===== src/rtl/crf_pkg.sv =====
// Shared types and constants for the clipped rectangle fill blitter.
// No dependencies; the top level refers to what it uses here by scoped name.
`default_nettype none

package crf_pkg;

  // Command opcodes
  typedef enum logic [0:0] {
    OP_START = 1'b0,
    OP_TICK  = 1'b1
  } opcode_t;

  // Configuration register indexes
  localparam int CFG_IDX_W = 2;
  localparam int CFG_W     = 12;

  localparam logic [CFG_IDX_W-1:0] REG_FRAME_WIDTH  = 2'd0;
  localparam logic [CFG_IDX_W-1:0] REG_FRAME_HEIGHT = 2'd1;
  localparam logic [CFG_IDX_W-1:0] REG_ARENA_HEIGHT = 2'd2;

  localparam logic [CFG_W-1:0] FRAME_WIDTH_RST  = 12'd640;
  localparam logic [CFG_W-1:0] FRAME_HEIGHT_RST = 12'd480;
  localparam logic [CFG_W-1:0] ARENA_HEIGHT_RST = 12'd480;

  // Field widths
  localparam int COORD_W = 16;
  localparam int SIZE_W  = 15;
  localparam int GRAY_W  = 8;
  localparam int INDEX_W = 22;
  localparam int PIXEL_W = 24;

endpackage

`default_nettype wire


===== src/rtl/clipped_rectangle_fill_top.sv =====
// Clipped rectangle fill blitter, top level.
// Depends on crf_pkg (opcodes, register indexes, field widths).
// Pipeline: a command beat is registered with its clipped geometry (stage A),
// then the state update / pixel result register follows (stage B). Throughput
// is one command per cycle while cmd_stall is low, bounded by the single result
// register. Reset (rst, synchronous) restores the configuration registers to
// their defaults and leaves the block idle with both pipeline stages empty.
`default_nettype none

module clipped_rectangle_fill_top #(
  parameter int FRAC_BITS = 4,
  parameter int MAX_DIM   = 2048
) (
  input  wire logic                             clk,
  input  wire logic                             rst,
  // configuration write channel
  input  wire logic                             cfg_valid,
  output      logic                             cfg_ready,
  input  wire logic [crf_pkg::CFG_IDX_W-1:0]    cfg_index,
  input  wire logic [crf_pkg::CFG_W-1:0]        cfg_data,
  // command channel
  input  wire logic                             cmd_valid,
  output      logic                             cmd_stall,
  input  wire logic                             opcode,
  input  wire logic signed [crf_pkg::COORD_W-1:0] center_x,
  input  wire logic signed [crf_pkg::COORD_W-1:0] center_y,
  input  wire logic [crf_pkg::SIZE_W-1:0]       rect_width,
  input  wire logic [crf_pkg::SIZE_W-1:0]       rect_height,
  input  wire logic [crf_pkg::GRAY_W-1:0]       gray_level,
  // pixel channel
  output      logic                             pix_valid,
  input  wire logic                             pix_stall,
  output      logic [crf_pkg::INDEX_W-1:0]      pixel_index,
  output      logic [crf_pkg::PIXEL_W-1:0]      pixel_value,
  output      logic                             last_pixel
);

  // Dimension widths follow MAX_DIM: counts hold MAX_DIM itself, coordinates
  // inside the frame stay below it.
  localparam int DIM_W = $clog2(MAX_DIM + 1);
  localparam int COL_W = $clog2(MAX_DIM);
  localparam int CFG_W = crf_pkg::CFG_W;
  localparam int CMP_W = (DIM_W > CFG_W) ? DIM_W : CFG_W;
  // Working width for the fixed-point geometry math (covers cx, cy, sizes
  // and arena_height scaled by 2^FRAC_BITS, plus headroom for the clip sums).
  localparam int WW = (DIM_W + FRAC_BITS > 16) ? DIM_W + FRAC_BITS + 3 : 19;
  localparam int RND_HALF = (FRAC_BITS == 0) ? 0 : (1 << (FRAC_BITS - 1));
  localparam int ONE      = 1 << FRAC_BITS;
  localparam int INDEX_W  = crf_pkg::INDEX_W;

  // ------------------------------------------------------------------
  // Configuration registers; the port never pushes back.
  // ------------------------------------------------------------------
  logic [CFG_W-1:0] frame_width;
  logic [CFG_W-1:0] frame_height;
  logic [CFG_W-1:0] arena_height;

  assign cfg_ready = 1'b1;

  always_ff @(posedge clk) begin
    if (rst) begin
      frame_width  <= crf_pkg::FRAME_WIDTH_RST;
      frame_height <= crf_pkg::FRAME_HEIGHT_RST;
      arena_height <= crf_pkg::ARENA_HEIGHT_RST;
    end else if (cfg_valid && cfg_ready) begin
      // index 3 is not a register: the beat is dropped
      unique case (cfg_index)
        crf_pkg::REG_FRAME_WIDTH:  frame_width  <= cfg_data;
        crf_pkg::REG_FRAME_HEIGHT: frame_height <= cfg_data;
        crf_pkg::REG_ARENA_HEIGHT: arena_height <= cfg_data;
        default: ;
      endcase
    end
  end

  // Registers above MAX_DIM behave as MAX_DIM.
  function automatic logic [DIM_W-1:0] sat_dim(input logic [CFG_W-1:0] v);
    if (CMP_W'(v) > CMP_W'(MAX_DIM)) return DIM_W'(MAX_DIM);
    return DIM_W'(v);
  endfunction

  // Divide by 2^FRAC_BITS, rounding half away from zero.
  function automatic logic signed [WW-1:0] rnd(input logic signed [WW-1:0] v);
    logic signed [WW-1:0] bias;
    bias = WW'(RND_HALF);
    if (v[WW-1] && (FRAC_BITS != 0)) bias = WW'(RND_HALF - 1);
    return (v + bias) >>> FRAC_BITS;
  endfunction

  logic [DIM_W-1:0] fw_sat;
  logic [DIM_W-1:0] fh_sat;
  logic [DIM_W-1:0] ah_sat;

  assign fw_sat = sat_dim(frame_width);
  assign fh_sat = sat_dim(frame_height);
  assign ah_sat = sat_dim(arena_height);

  // ------------------------------------------------------------------
  // Stage A: rectangle geometry from the command fields, registered.
  // ------------------------------------------------------------------
  logic signed [WW-1:0] rw_ext, rh_ext, cx_ext, cy_ext;
  logic signed [WW-1:0] half_w, half_h, ah_fix;
  logic signed [WW-1:0] x_fix, y_fix, x_r, y_r, w_r, h_r;
  logic signed [WW-1:0] x1, y1, w1, h1, w2, h2;
  logic signed [WW-1:0] fw_s, fh_s;
  logic                 geo_empty;

  always_comb begin
    rw_ext = WW'(rect_width);
    rh_ext = WW'(rect_height);
    cx_ext = WW'(center_x);
    cy_ext = WW'(center_y);
    fw_s   = WW'(fw_sat);
    fh_s   = WW'(fh_sat);
    // half sizes in whole pixels, put back on the fixed-point grid
    half_w = ((rw_ext + WW'(ONE)) >>> (FRAC_BITS + 1)) <<< FRAC_BITS;
    half_h = ((rh_ext + WW'(ONE)) >>> (FRAC_BITS + 1)) <<< FRAC_BITS;
    ah_fix = WW'(ah_sat) <<< FRAC_BITS;
    x_fix  = cx_ext - half_w;
    y_fix  = ah_fix - cy_ext - half_h;   // bottom-up Y flipped to top row
    x_r    = rnd(x_fix);
    y_r    = rnd(y_fix);
    w_r    = rnd(rw_ext);
    h_r    = rnd(rh_ext);
    // clip against the left/top edges, then the right/bottom edges
    x1 = x_r[WW-1] ? '0 : x_r;
    w1 = x_r[WW-1] ? w_r + x_r : w_r;
    y1 = y_r[WW-1] ? '0 : y_r;
    h1 = y_r[WW-1] ? h_r + y_r : h_r;
    w2 = (x1 + w1 > fw_s) ? fw_s - x1 : w1;
    h2 = (y1 + h1 > fh_s) ? fh_s - y1 : h1;
    geo_empty = (w2 <= 0) || (h2 <= 0);
  end

  logic              a_valid;
  logic              a_op;
  logic              a_empty;
  logic [COL_W-1:0]  a_left;
  logic [COL_W-1:0]  a_top;
  logic [DIM_W-1:0]  a_w;
  logic [DIM_W-1:0]  a_h;
  logic [crf_pkg::GRAY_W-1:0] a_gray;

  logic cmd_take;
  logic b_go;      // stage B may consume stage A this cycle

  // Stage B moves whenever the result register is empty or being drained.
  assign b_go      = !pix_valid || !pix_stall;
  assign cmd_stall = a_valid && !b_go;
  assign cmd_take  = cmd_valid && !cmd_stall;

  always_ff @(posedge clk) begin
    if (rst) begin
      a_valid <= 1'b0;
    end else if (cmd_take) begin
      a_valid <= 1'b1;
    end else if (b_go) begin
      a_valid <= 1'b0;
    end
    if (cmd_take) begin
      a_op    <= opcode;
      a_empty <= geo_empty;
      a_gray  <= gray_level;
      a_left  <= geo_empty ? '0 : x1[COL_W-1:0];
      a_top   <= geo_empty ? '0 : y1[COL_W-1:0];
      a_w     <= geo_empty ? '0 : w2[DIM_W-1:0];
      a_h     <= geo_empty ? '0 : h2[DIM_W-1:0];
    end
  end

  // ------------------------------------------------------------------
  // Stage B: drawing state and the pixel result register.
  // ------------------------------------------------------------------
  logic              drawing;
  logic [COL_W-1:0]  left_column;
  logic [DIM_W-1:0]  span_width;
  logic [DIM_W-1:0]  rows_left;
  logic [DIM_W-1:0]  column_count;
  logic [INDEX_W-1:0] row_base;
  logic [crf_pkg::GRAY_W-1:0] fill_gray;

  logic [COL_W+DIM_W-1:0] top_prod;
  logic [DIM_W:0]         cc_inc;
  logic                   row_end;
  logic                   last;
  logic [INDEX_W-1:0]     idx;
  logic                   b_fire;
  logic                   emit;

  assign top_prod = a_top * fw_sat;
  assign cc_inc   = {1'b0, column_count} + 1'b1;
  assign row_end  = cc_inc >= {1'b0, span_width};
  assign last     = row_end && (rows_left <= DIM_W'(1));
  assign idx      = row_base + INDEX_W'(left_column) + INDEX_W'(column_count);
  assign b_fire   = a_valid && b_go;
  assign emit     = b_fire && (a_op == crf_pkg::OP_TICK) && drawing;

  always_ff @(posedge clk) begin
    if (rst) begin
      drawing      <= 1'b0;
      left_column  <= '0;
      span_width   <= '0;
      rows_left    <= '0;
      column_count <= '0;
      row_base     <= '0;
      fill_gray    <= '0;
      pix_valid    <= 1'b0;
    end else begin
      if (b_go) begin
        pix_valid <= emit;
      end
      if (b_fire) begin
        if (a_op == crf_pkg::OP_START) begin
          // a start replaces any rectangle still in progress
          fill_gray    <= a_gray;
          column_count <= '0;
          drawing      <= !a_empty;
          left_column  <= a_left;
          span_width   <= a_w;
          rows_left    <= a_h;
          row_base     <= a_empty ? '0 : INDEX_W'(top_prod);
        end else if (drawing) begin
          if (row_end) begin
            column_count <= '0;
            rows_left    <= last ? '0 : rows_left - 1'b1;
            // stride follows the current frame width at each row change
            row_base     <= row_base + INDEX_W'(fw_sat);
            if (last) begin
              drawing <= 1'b0;
            end
          end else begin
            column_count <= cc_inc[DIM_W-1:0];
          end
        end
      end
    end
  end

  // result payload, loaded only with a pixel
  always_ff @(posedge clk) begin
    if (emit) begin
      pixel_index <= idx;
      pixel_value <= {3{fill_gray}};
      last_pixel  <= last;
    end
  end

endmodule

`default_nettype wire

===== config.mk =====
export PLATFORM = sky130hd
export DESIGN_NAME = clipped_rectangle_fill_top
export DESIGN_NICKNAME = d
export VERILOG_FILES = /design/src/rtl/crf_pkg.sv /design/src/rtl/clipped_rectangle_fill_top.sv
export SDC_FILE = /design/constraint.sdc
export NUM_CORES = 1
export LEC_CHECK = 0
export BUFFER_PORTS_ARGS = -buffer_cell sky130_fd_sc_hd__buf_2
export CAP_MARGIN = 20
export CORE_ASPECT_RATIO = 1.5
export CORE_MARGIN = 3
export CORE_UTILIZATION = 40
export CTS_CLUSTER_DIAMETER = 200
export DETAILED_ROUTE_END_ITERATION = 12
export MAX_ROUTING_LAYER = met4
export PLACE_DENSITY_LB_ADDON = 0.12
export RECOVER_POWER = 25
export SKIP_CTS_REPAIR_TIMING = 1
export SLEW_MARGIN = 20
export SYNTH_ARGS = -nofsm -noshare
export SYNTH_HDL_FRONTEND = slang
export SYNTH_SLANG_ARGS = --single-unit

===== constraint.sdc =====
create_clock -name clk -period 10.9 [get_ports clk]
set_input_delay 0.545 -clock clk [delete_from_list [all_inputs] [get_ports clk]]
set_output_delay 0.545 -clock clk [all_outputs]
set_load 0.02 [all_outputs]

Word level (Yosys, flattened, before mapping):

Cells that the tools add are included.

* register bits after elaboration: 219
* input bits: 90
* output and inout bits: 50
* word-level logic and storage cells: 112

* add/subtract/negate cells: 20
* multipliers: 1
* magnitude comparators: 9
* equality and inequality tests: 4
* muxes and demuxes: 34
* bitwise logic cells: 1
* reductions and logical operators: 21

Operators with widths (count)
* $mux 12: 13
* $mux 22: 4
* $mux 19: 4
* $add 22x12->22: 2
* $add 15x19->19: 2
* $gt 19x13->1: 2
* $le 19x1->1 const B: 2
* $gt 12x12->1 const B: 3
* $add 15x4->16 const B: 2
* $add 15x5->16 const B: 2
* $sub 12x14->15: 2
* $mux 14: 2
* $add 22x11->22: 1
* $mul 11x12->22: 1
* $add 19x5->19: 1
* $sub 18x16->19: 1
* $add 17x5->18: 1
* $sub 17x16->18: 1
* $sub 16x16->17: 1
* $add 13x15->16: 1
* $add 13x14->15: 1
* $add 12x1->13 const B: 1
* $ge 13x12->1: 1
* $le 12x1->1 const B: 1
* other kinds (14): 38

Longest topological paths before layout:

Gate-level depths: netlist (run 1).

* depth after elaboration: 14
* depth in mapped cells: 51
* mapped depth without buffers: 48

Least setup slack after synthesis (run 1):

Ideal clock, no wire load.

* path type: input to register
* start point: input port rect_height[4] (netlist bit)
* end point: register a_left[1] (data pin)
* setup time: 0.260 ns
* data arrival time: 9.328 ns
* data required time: 10.640 ns
* path slack: 1.312 ns
* stages on the path: 49
* path buffers: 2
* cell sequence: ha_1 > and3_1 > and3_1 > nand3_1 > xnor2_1 > fa_1 > inv_1 > ha_1 > and4_4 > and2_1 > a22oi_2 > a21o_1 > buf_6 > clkinv_1 > ha_1 > nand2_1 > nor2_1 > o2bb2ai_1 > [... 13 more ...] > a21oi_1 > ha_1 > and3_1 > o211ai_1 > nand2_1 > or2_2 > xor2_1 > ha_1 > nand4_1 > o32a_1 > a32oi_1 > nor3_1 > o2111ai_1 > nand3_1 > a211o_1 > nand2_2 > buf_6 > a21oi_2

* word-level cells in the longest chain between the ends: 11
* elaborated cells between the ends (all ways): 14
* classes of those cells: add/sub: 7; order compare: 2; mux: 4; reduce/logical: 1

RTL lines
* start, declared: line clipped_rectangle_fill_top.sv:28 `input wire logic [crf_pkg::SIZE_W-1:0] rect_height,`
* $add 15x5->16: line clipped_rectangle_fill_top.sv:117 `half_h = ((rh_ext + WW'(ONE)) >>> (FRAC_BITS + 1)) <<< FRAC_BITS;`
* $sub 18x16->19: line clipped_rectangle_fill_top.sv:120 `y_fix = ah_fix - cy_ext - half_h;`
* $mux 4: line clipped_rectangle_fill_top.sv:86 `if (v[WW-1] && (FRAC_BITS != 0)) bias = WW'(RND_HALF - 1);`
* $add 19x5->19: line clipped_rectangle_fill_top.sv:87 `return (v + bias) >>> FRAC_BITS;`
* $add 13x15->16: line clipped_rectangle_fill_top.sv:129 `h1 = y_r[WW-1] ? h_r + y_r : h_r;`
* $mux 19: line clipped_rectangle_fill_top.sv:129
* $add 15x19->19: line clipped_rectangle_fill_top.sv:131 `h2 = (y1 + h1 > fh_s) ? fh_s - y1 : h1;`
* $gt 19x13->1: line clipped_rectangle_fill_top.sv:131
* $mux 19 (*): line clipped_rectangle_fill_top.sv:131
* $le 19x1->1 (*): line clipped_rectangle_fill_top.sv:132 `geo_empty = (w2 <= 0) || (h2 <= 0);`
* $logic_or 1x1->1 (*): line clipped_rectangle_fill_top.sv:132
* end signal, assigned: line clipped_rectangle_fill_top.sv:164 `a_left <= geo_empty ? '0 : x1[COL_W-1:0];`
* end, declared: line clipped_rectangle_fill_top.sv:138 `logic [COL_W-1:0] a_left;`

Every way passes the cells marked *; elsewhere a longest branch is shown, timed or not.
A chain may end at the register's enable or synchronous reset.

Final worst setup path (run 1):

* start point: input port rect_height[5] (netlist bit)
* end point: register a_w[0] (data pin)

* word-level cells in the longest chain between the ends: 11
* elaborated cells between the ends (all ways): 14
* classes of those cells: add/sub: 7; order compare: 2; mux: 4; reduce/logical: 1

RTL lines
* $add 15x5->16: line clipped_rectangle_fill_top.sv:117
* $sub 18x16->19: line clipped_rectangle_fill_top.sv:120
* $mux 4: line clipped_rectangle_fill_top.sv:86
* $add 19x5->19: line clipped_rectangle_fill_top.sv:87
* $add 13x15->16: line clipped_rectangle_fill_top.sv:129
* $mux 19: line clipped_rectangle_fill_top.sv:129
* $add 15x19->19: line clipped_rectangle_fill_top.sv:131
* $gt 19x13->1: line clipped_rectangle_fill_top.sv:131
* $mux 19 (*): line clipped_rectangle_fill_top.sv:131
* $le 19x1->1 (*): line clipped_rectangle_fill_top.sv:132
* $logic_or 1x1->1 (*): line clipped_rectangle_fill_top.sv:132
* end signal, assigned: line clipped_rectangle_fill_top.sv:166 `a_w <= geo_empty ? '0 : w2[DIM_W-1:0];`
* end, declared: line clipped_rectangle_fill_top.sv:140 `logic [DIM_W-1:0] a_w;`

Marks and branches as above.

==> impl_metrics.py, run 1 <==
metrics = {
    "run_status": {
        "status": "complete, but fails checks",
        "violations": "capacitance limit, slew limit",
    },
    "yosys": {
        "synth_compound_area_share_pct": 16.4,
        "synthTopCellsByArea": "ha_1, edfxtp_1, fa_1, dfxtp_1, nand2_1",
        "yosysMostFrequentCell": "nand2_1",
        "ys_seq_elements": 203,
        "synth_edf_count": 87,
        "seq_area_frac_synth_pct": 22.4,
        "synth.area.mux_share_pct": 1.24,
        "yosysTopAreaCell": "ha_1",
        "synthAdderAreaFrac_pct": 24.3,
        "synth_nets": 3056,
        "synth-simple-area-share_pct": 20.5,
        "ys_warn_count": 0,
        "synth_top_family_by_area": "adder cells",
        "synth_cell_types": 100,
        "synth_cells": 2611,
        "synthTopCellsByCount": "nand2_1, inv_1, ha_1, a21oi_1, nor2_1",
        "synth-xor-area-share_pct": 8.22,
        "syn_area_um2": 22000,
        "syn_avg_cell_area_um2": 8.43,
        "synth_ff_type": "dfxtp_1",
        "synth_top_area_share_pct": 13.4,
        "synthArstFlopShare_pct": 0,
    },
    "cts": {
        "cts_tree": "yes",
        "cts_buffers": 23,
        "clk_latency_ns": 0.54,
        "cts_root_buf": "clkbuf_16",
        "htree_num_levels": 1,
        "cts_max_path_buffers": 3,
        "cts_sinks": 203,
        "clk_pin_slew_ns": 0.06,
    },
    "global_routing": {
        "track_usage_pct": 21.3,
        "grt_pass1_vias": 18900,
        "grt_pass1_wl_um": 97800,
        "grt_max_degree": 92,
        "antenna_found_initial": 0,
        "grt_remaining_overflow": 0,
    },
    "sta": {
        "tightest_slew_ns": 4.12,
        "layout_min_cycle_time_ns": 10.05,
        "fin_tns_setup_ns": 0,
        "maxSlewHeadroom_pct": -175,
        "fin_skew_ns": 0.00892,
        "fmax_mhz": 99.5,
        "maxSlewViolCount": 92,
        "period_share_pct": 92.2,
        "finalSetupViolCount": 0,
        "finalHoldViolCount": 0,
        "rsz0062_at_grt": "false",
    },
    "floorplan": {
        "die_h_um": 293,
        "num_io_pins": 140,
        "fp-row-count": 104,
        "design.core.area_um2": 54100,
        "die_w_um": 198,
        "start_util_pct": 40.7,
        "die_area_um2": 58000,
    },
    "power_and_ir_drop": {
        "pwr-share-clk_pct": 18.1,
        "powerDensity_nw_per_um2": 177,
        "p_seq_share_pct": 20.8,
        "power.share.combinational_pct": 61.2,
        "vdd.ir_drop.worst_mv": 0.118,
        "p_leak_nw": 10.5,
        "sw_frac_of_total_pct": 45.0,
        "internal-power_mw": 2.33,
        "p_switching_mw": 1.91,
    },
    "critical_path": {
        "cp.buffers_inverters": 4,
        "r2r-start": "arena_height[11]$_SDFFE_PP0P_",
        "worstPathRequired_ns": 11.17,
        "crit_slowest_cell": "fa_1",
        "crit_type": "input port to register",
        "critPathTopFamily": "compound AO/OA/AOI/OAI gates",
        "crit_path_frequent_cell": "ha_1",
        "end_kind": "register",
        "path_max_fanout": 35,
        "cp-startpoint": "rect_height[5]",
        "critPathLaunchType": "input port",
        "crit_arrival_ns": 10.32,
        "max_stage_delay_ns": 0.51,
    },
    "layout": {
        "fin_cells": 3387,
        "areaGrowthSynthToFinish_pct": 9.07,
        "final_nets": 3126,
        "seqCellArea_um2": 4930,
        "antenna_cells": 0,
        "drive_above_1_share_pct": 10.0,
        "fillers": 5453,
        "multi_input_area_um2": 15600,
    },
    "place": {
        "place.gp.congestion": 0.879,
        "port_buffers": 132,
        "dp_hpwl_um": 49200,
        "place_inst": 3345,
    },
    "routing": {
        "vias": 18300,
        "dr.pass1.iters": 5,
        "drcViolationCount": 0,
        "viasPerCell": 5.41,
        "finalWirelength_um": 60200,
        "ant_nets": 0,
        "drt-initial-drc-count": 880,
        "wl_per_cell_um": 17.8,
    },
    "min_path": {
        "min_from": "gray_level[1]",
        "hold_class": "input port to register",
    },
    "flow_run": {
        "maxCapViolCount": 1,
    },
}
-- per-layer routing --
layer	GRT usage [%]	share of wire, %
met1	24.0	41
met2	39.0	51
met3	1.47	2.9
met4	8.36	4.4
met5	-	0
-- final timing paths --
check | end | slack, ns | depth (start not counted)
max | a_w[0]$_SDFFCE_PP0P_ | 0.85 | 49
min | a_gray[1]$_DFFE_PP_ | 0.19 | 1
max reg2reg | a_w[0]$_SDFFCE_PP0P_ | 1.14 | 44
min reg2reg | pixel_value[19]$_DFFE_PP_ | 0.43 | 0
-- through the flow --
stage | power [mW] | worst slack (ns) | hold WS [ns] | utilization (%) | area [µm²]
after floorplan | 2.80 | 1.31 | 0.408 | - | 22000
after global placement | 3.43 | 0.313 | 0.416 | 43.0 | 23300
after detailed placement | 3.48 | 0.247 | 0.416 | 43.1 | 23300
after CTS | 4.26 | 0.749 | 0.159 | 44.4 | 24000
after global routing | 4.61 | 0.0801 | 0.165 | 44.4 | 24000
final | 4.24 | 0.853 | 0.185 | 44.4 | 24000
-- power groups by stage --
stage / combinational, mW / sequential, mW / clock [mW]
after global placement: 2.53 / 0.896 / 0
after global routing: 2.90 / 0.886 / 0.820
after detailed placement: 2.58 / 0.897 / 0
final: 2.59 / 0.881 / 0.766
after CTS: 2.59 / 0.881 / 0.790
after floorplan: 1.92 / 0.877 / 0
-- cell usage in the layout, fill, tap and decap left out, drive strengths merged, types with 82 or more instances in the layout --
cell type	synthesis	final
and2	82	82
nor2	154	154
dfxtp	116	116
xnor2	125	125
fa	120	120
nand2	320	320
ha	235	235
a21oi	224	224
inv	248	250
buf	37	138
edfxtp	87	87
o21ai	85	85
-- logic make-up (layout without fill, tap and decap cells) --
| family | after synthesis | count (layout) |
|---|---|---|
| AO/OA/AOI/OAI | 538 | 538 |
| AND/OR/NAND/NOR | 912 | 912 |
| flip-flops | 203 | 203 |
| other | 1 | 1 |
| buffers and inverters | 371 | 458 |
| XOR/XNOR | 205 | 205 |
| adder cells (fa/ha/maj) | 355 | 355 |
| multiplexers | 26 | 26 |
-- area by class of cell --
| cell class | instances | share of cell area, % |
|---|---|---|
| Inverter | 249 | 3.89 |
| Clock inverter | 9 | 0.396 |
| Tap cell | 689 | 3.59 |
| Multi-Input combinational cell | 2037 | 65.0 |
| Clock buffer | 33 | 2.69 |
| Sequential cell | 203 | 20.5 |
| Timing Repair Buffer | 167 | 3.84 |
-- state kept, by name, indices dropped and copies added (netlist names), 8 cells and up --
register	flops
a_w	12
row_base	22
frame_width	12
left_column	11
frame_height	12
a_gray	8
a_top	11
pixel_index	22
rows_left	12
arena_height	12
column_count	12
span_width	12
pixel_value	8
a_left	11
a_h	12
fill_gray	8
-- worst reg2reg max path: cells and delay by family, from the launching register on --
family          cells  cell delay [ns]
compound gates     18             3.82
buf+inv             3             0.43
simple gates       14             2.08
xor+xnor            3             0.57
fa+ha+maj           6             2.14
flops               1             0.46
Note: power is estimated with default switching activity, not from simulation.
==> run 2: changes to the inputs <==
BUFFER_PORTS_ARGS = -buffer_cell sky130_fd_sc_hd__clkbuf_2   (was -buffer_cell sky130_fd_sc_hd__buf_2)
==> run 2 against run 1 <==
Combinational power about the same. Utilization grew 0.053 points. Largest cell class unchanged. Worst hold slack got worse by 0.024 ns. Power is 1.4% higher. Clock skew is 0.018 ns higher. Worst setup slack worse by 0.20 ns. Register-to-register slack got worse by 0.19 ns. The run still ends with capacitance limit, slew limit left. Critical endpoint is now a_w[1]$_SDFFCE_PP0P_. Final area is 0.12% higher. Die area unchanged. Critical path depth fell by 6. Global-route usage up 0.095 points. Cell count barely moved.
==> impl_metrics.py, run 2 (synthesis results as in run 1) <==
metrics = {
    "layout": {
        "reg_top3": "pixel_index (22), row_base (22)",
        "final_cell_mix": "nand2_1, inv_1, ha_1",
        "fillers": 5485,
        "final_nets": 3127,
        "final_common_cell": "nand2_1",
        "fin_cells": 3389,
        "antenna_cells": 0,
        "drive_above_1_share_pct": 10.0,
        "areaGrowthSynthToFinish_pct": 9.20,
    },
    "sta": {
        "maxSlewViolCount": 208,
        "layout_min_cycle_time_ns": 10.25,
        "maxSlewHeadroom_pct": -110,
        "postLayoutSetupSlackWorst_ns": 0.650,
        "rsz0062_at_grt": "false",
        "tightest_slew_ns": 3.15,
        "finalSetupViolCount": 0,
        "fin_skew_ns": 0.0272,
        "finalHoldViolCount": 0,
        "fmax_mhz": 97.6,
        "fin_tns_setup_ns": 0,
        "period_share_pct": 94.0,
    },
    "critical_path": {
        "crit_path_frequent_cell": "ha_1",
        "crit_arrival_ns": 10.55,
        "crit_slowest_cell": "fa_1",
        "max_stage_delay_ns": 0.52,
        "path_max_fanout": 35,
        "r2r_setup_slack_ns": 0.95,
        "end_kind": "register",
        "critPathLaunchType": "input port",
        "worstPathRequired_ns": 11.19,
        "crit_type": "input port to register",
    },
    "floorplan": {
        "die_area_um2": 58000,
        "num_io_pins": 140,
        "die_h_um": 293,
        "die_w_um": 198,
        "design.core.area_um2": 54100,
        "fp-row-count": 104,
        "start_util_pct": 40.7,
    },
    "cts": {
        "cts_sinks": 203,
        "cts_root_buf": "clkbuf_16",
        "clk_latency_ns": 0.57,
        "cts_buffers": 24,
        "clk_pin_slew_ns": 0.06,
        "htree_num_levels": 1,
        "cts_max_path_buffers": 3,
        "cts_tree": "yes",
    },
    "flow_run": {
        "maxCapViolCount": 4,
    },
    "power_and_ir_drop": {
        "p_leak_nw": 10.6,
        "powerDensity_nw_per_um2": 179,
        "fin_total_pwr_mw": 4.30,
        "vdd.ir_drop.worst_mv": 0.100,
    },
    "routing": {
        "ant_nets": 0,
        "drcViolationCount": 0,
        "drt-initial-drc-count": 752,
        "finalWirelength_um": 60600,
        "viasPerCell": 5.41,
        "dr.pass1.iters": 5,
        "vias": 18300,
        "wl_per_cell_um": 17.9,
    },
    "place": {
        "place.gp.congestion": 0.895,
        "port_buffers": 132,
        "dp_hpwl_um": 49600,
        "place_inst": 3345,
        "dp_slack_ns": 0.0582,
    },
    "global_routing": {
        "antenna_found_initial": 0,
        "track_usage_pct": 21.4,
        "grt_pass1_vias": 18900,
        "grt_max_degree": 65,
        "grt_pass1_wl_um": 98000,
        "grt_remaining_overflow": 0,
    },
    "min_path": {
        "hold_class": "input port to register",
    },
    "run_status": {
        "status": "complete, but fails checks",
        "violations": "capacitance limit, slew limit",
    },
}
[run 2: cell types whose count changed in the layout (fill, tap and decap cells not counted), sizes merged]
cell	before	now
buf	138	32
clkbuf	62	163
clkinv	6	11
bufinv	1	2
inv	250	251
[run 2: metrics by stage]
stage               hold slack, ns  utilization (%)  area [µm²]
global placement             0.415             43.0       23300
global route                 0.134             44.4       24000
floorplan                    0.408                -       22000
CTS                          0.127             44.5       24100
detailed placement           0.417             43.0       23300
finish                       0.161             44.4       24000
[run 2: worst paths after layout]
| check | from | end | cells after the start |
|---|---|---|---|
| setup / recovery | rect_height[5] | a_w[1]$_SDFFCE_PP0P_ | 43 |
| hold / removal | gray_level[0] | a_gray[0]$_DFFE_PP_ | 1 |
| setup reg to reg | arena_height[11]$_SDFFE_PP0P_ | a_w[1]$_SDFFCE_PP0P_ | 38 |
| hold reg to reg | fill_gray[7]$_SDFFE_PP0P_ | pixel_value[15]$_DFFE_PP_ | 0 |
[run 2: final cells by class]
type / count / area, µm² / area share, %
Sequential cell: 203 / 4930 / 20.5
Inverter: 249 / 935 / 3.89
Timing Repair Buffer: 167 / 906 / 3.77
Multi-Input combinational cell: 2037 / 15600 / 64.9
Tap cell: 689 / 862 / 3.58
Clock inverter: 16 / 170 / 0.708
Clock buffer: 28 / 637 / 2.65
[run 2: power by group]
group / total, mW / internal [mW] / switching [mW]
clock: 0.828 / 0.473 / 0.354
sequential: 0.881 / 0.847 / 0.0339
combinational: 2.59 / 1.03 / 1.56
total: 4.30 / 2.35 / 1.95
[run 2: worst max-delay path: cells and delay by family]
family	cells	cell delay, ns
AND/OR/NAND/NOR	14	2.64
XOR/XNOR	3	0.64
adder cells (fa/ha/maj)	6	1.96
multiplexers	1	0.43
AO/OA/AOI/OAI	14	3.46
buffers and inverters	5	0.82
[run 2: per-layer routing]
| metal | share of wire [%] | track usage (%) | wire length, µm |
|---|---|---|---|
| met5 | 0 | - | 0 |
| met4 | 3.6 | 7.07 | 2160 |
| met3 | 3.0 | 1.35 | 1800 |
| met2 | 53 | 40.6 | 32300 |
| met1 | 40 | 23.6 | 24300 |
==> run 3: changes to the inputs <==
clock period = 12.65 ns   (was 10.9 ns; I/O delays follow)
==> run 3 against run 2 <==
The flow still finishes with violations (capacitance limit, slew limit). Power decreased by 14%. Register-to-register slack better by 0.83 ns. Worst hold slack improved by 0.087 ns. Global-route usage is 0.39 points higher. Critical path type unchanged. Highest routed layer unchanged.
==> impl_metrics.py, run 3 (synthesis results as in run 1) <==
metrics = {
    "run_status": {
        "violations": "capacitance limit, slew limit",
        "status": "complete, but fails checks",
    },
    "layout": {
        "reg_top3": "pixel_index (22), row_base (22)",
        "antenna_cells": 0,
        "areaGrowthSynthToFinish_pct": 8.91,
        "drive_above_1_share_pct": 10.1,
        "final_cell_mix": "nand2_1, inv_1, ha_1",
        "final_common_cell": "nand2_1",
        "final_nets": 3119,
    },
    "power_and_ir_drop": {
        "p_seq_share_pct": 20.6,
        "p_leak_nw": 10.6,
        "sw_frac_of_total_pct": 45.4,
        "pwr-share-clk_pct": 19.6,
        "p_switching_mw": 1.67,
        "vdd.ir_drop.worst_mv": 0.0823,
        "powerDensity_nw_per_um2": 154,
        "power.share.combinational_pct": 59.9,
        "internal-power_mw": 2.02,
        "fin_total_pwr_mw": 3.69,
    },
    "flow_run": {
        "maxCapViolCount": 3,
    },
    "routing": {
        "drt-initial-drc-count": 845,
        "ant_nets": 0,
        "dr.pass1.iters": 5,
        "finalWirelength_um": 60900,
        "vias": 18300,
        "viasPerCell": 5.43,
        "drcViolationCount": 0,
        "wl_per_cell_um": 18.0,
    },
    "min_path": {
        "min_from": "gray_level[4]",
        "hold_class": "input port to register",
    },
    "critical_path": {
        "r2r_setup_slack_ns": 1.78,
        "crit_arrival_ns": 11.39,
        "critPathTopFamily": "compound AO/OA/AOI/OAI gates",
        "crit_type": "input port to register",
        "path_max_fanout": 35,
        "max_stage_delay_ns": 0.50,
        "worstPathRequired_ns": 12.93,
        "critPathLaunchType": "input port",
        "crit_slowest_cell": "fa_1",
        "r2r-start": "arena_height[11]$_SDFFE_PP0P_",
        "crit_path_frequent_cell": "ha_1",
        "cp.buffers_inverters": 4,
        "end_kind": "register",
        "cp-startpoint": "rect_height[5]",
    },
    "global_routing": {
        "grt_remaining_overflow": 0,
        "grt_max_degree": 91,
        "grt_pass1_wl_um": 99900,
        "track_usage_pct": 21.8,
        "antenna_found_initial": 0,
        "grt_pass1_vias": 19200,
    },
    "sta": {
        "finalHoldViolCount": 0,
        "maxSlewViolCount": 180,
        "finalSetupViolCount": 0,
        "layout_min_cycle_time_ns": 11.11,
        "fin_tns_setup_ns": 0,
        "rsz0062_at_grt": "false",
        "tightest_slew_ns": 4.30,
        "fin_skew_ns": 0.0297,
        "period_share_pct": 87.8,
        "fmax_mhz": 90.0,
        "maxSlewHeadroom_pct": -187,
    },
    "cts": {
        "cts_sinks": 203,
        "clk_latency_ns": 0.56,
        "clk_pin_slew_ns": 0.06,
        "cts_tree": "yes",
        "htree_num_levels": 1,
        "cts_max_path_buffers": 3,
        "cts_root_buf": "clkbuf_16",
        "cts_buffers": 24,
    },
    "place": {
        "port_buffers": 132,
        "place.gp.congestion": 0.935,
        "dp_hpwl_um": 50000,
    },
    "floorplan": {
        "die_w_um": 198,
        "die_h_um": 293,
        "num_io_pins": 140,
        "design.core.area_um2": 54100,
        "die_area_um2": 58000,
        "fp-row-count": 104,
        "start_util_pct": 40.7,
    },
}
## run 3: cell type report
| cell class | instances | area, µm² |
|---|---|---|
| timing repair buffer | 159 | 840 |
| clock inverter | 12 | 150 |
| fill | 5433 | 30100 |
| clock buffer | 32 | 672 |
| sequential | 203 | 4930 |
| multi-input combinational | 2037 | 15600 |
| tap | 689 | 862 |
| inverter | 249 | 935 |
## run 3: worst register-to-register path, delay by kind of cell (launching register included)
kind                     cells  cell delay, ns
adder cells (fa/ha/maj)      6            2.07
XOR/XNOR                     3            0.57
AO/OA/AOI/OAI               18            4.43
AND/OR/NAND/NOR             14            2.17
buffers and inverters        3            0.74
flip-flops                   1            0.63
## run 3: through the flow
stage	worst slack, ns	util, %	cells	area, µm²	hold WS, ns
finish	1.54	44.3	3381	24000	0.249
global placement	1.13	42.8	3336	23200	0.416
global route	0.731	44.3	3381	24000	0.229
floorplan	2.97	-	2611	22000	0.408
detailed placement	0.998	42.8	3336	23200	0.420
CTS	1.55	44.3	3380	24000	0.218
## run 3: routing by layer
layer  routed length (µm)  vias to the layer above  share of wire (%)  global-route usage [%]
met1                24400                     8758                 40                    23.9
li1                     -                     9097                  -                       -
met3                 1790                      110                2.9                    1.58
met2                32100                      382                 53                    40.8
met5                    0                        -                  0                       -
met4                 2580                        0                4.2                    8.31
## run 3: worst paths after layout
check | to | cells past startpoint
max reg2reg | a_left[0]$_SDFFCE_PP0P_ | 44
max | a_left[0]$_SDFFCE_PP0P_ | 49
min reg2reg | pixel_value[21]$_DFFE_PP_ | 0
min | a_gray[4]$_DFFE_PP_ | 1
## run 3: power groups by stage
stage | Combinational [mW] | Clock, mW | Sequential, mW
2_1_floorplan | 1.66 | 0 | 0.756
3_3_place_gp | 2.16 | 0 | 0.772
3_5_place_dp | 2.20 | 0 | 0.773
4_1_cts | 2.21 | 0.744 | 0.759
5_1_grt | 2.47 | 0.769 | 0.764
6_report | 2.21 | 0.722 | 0.759
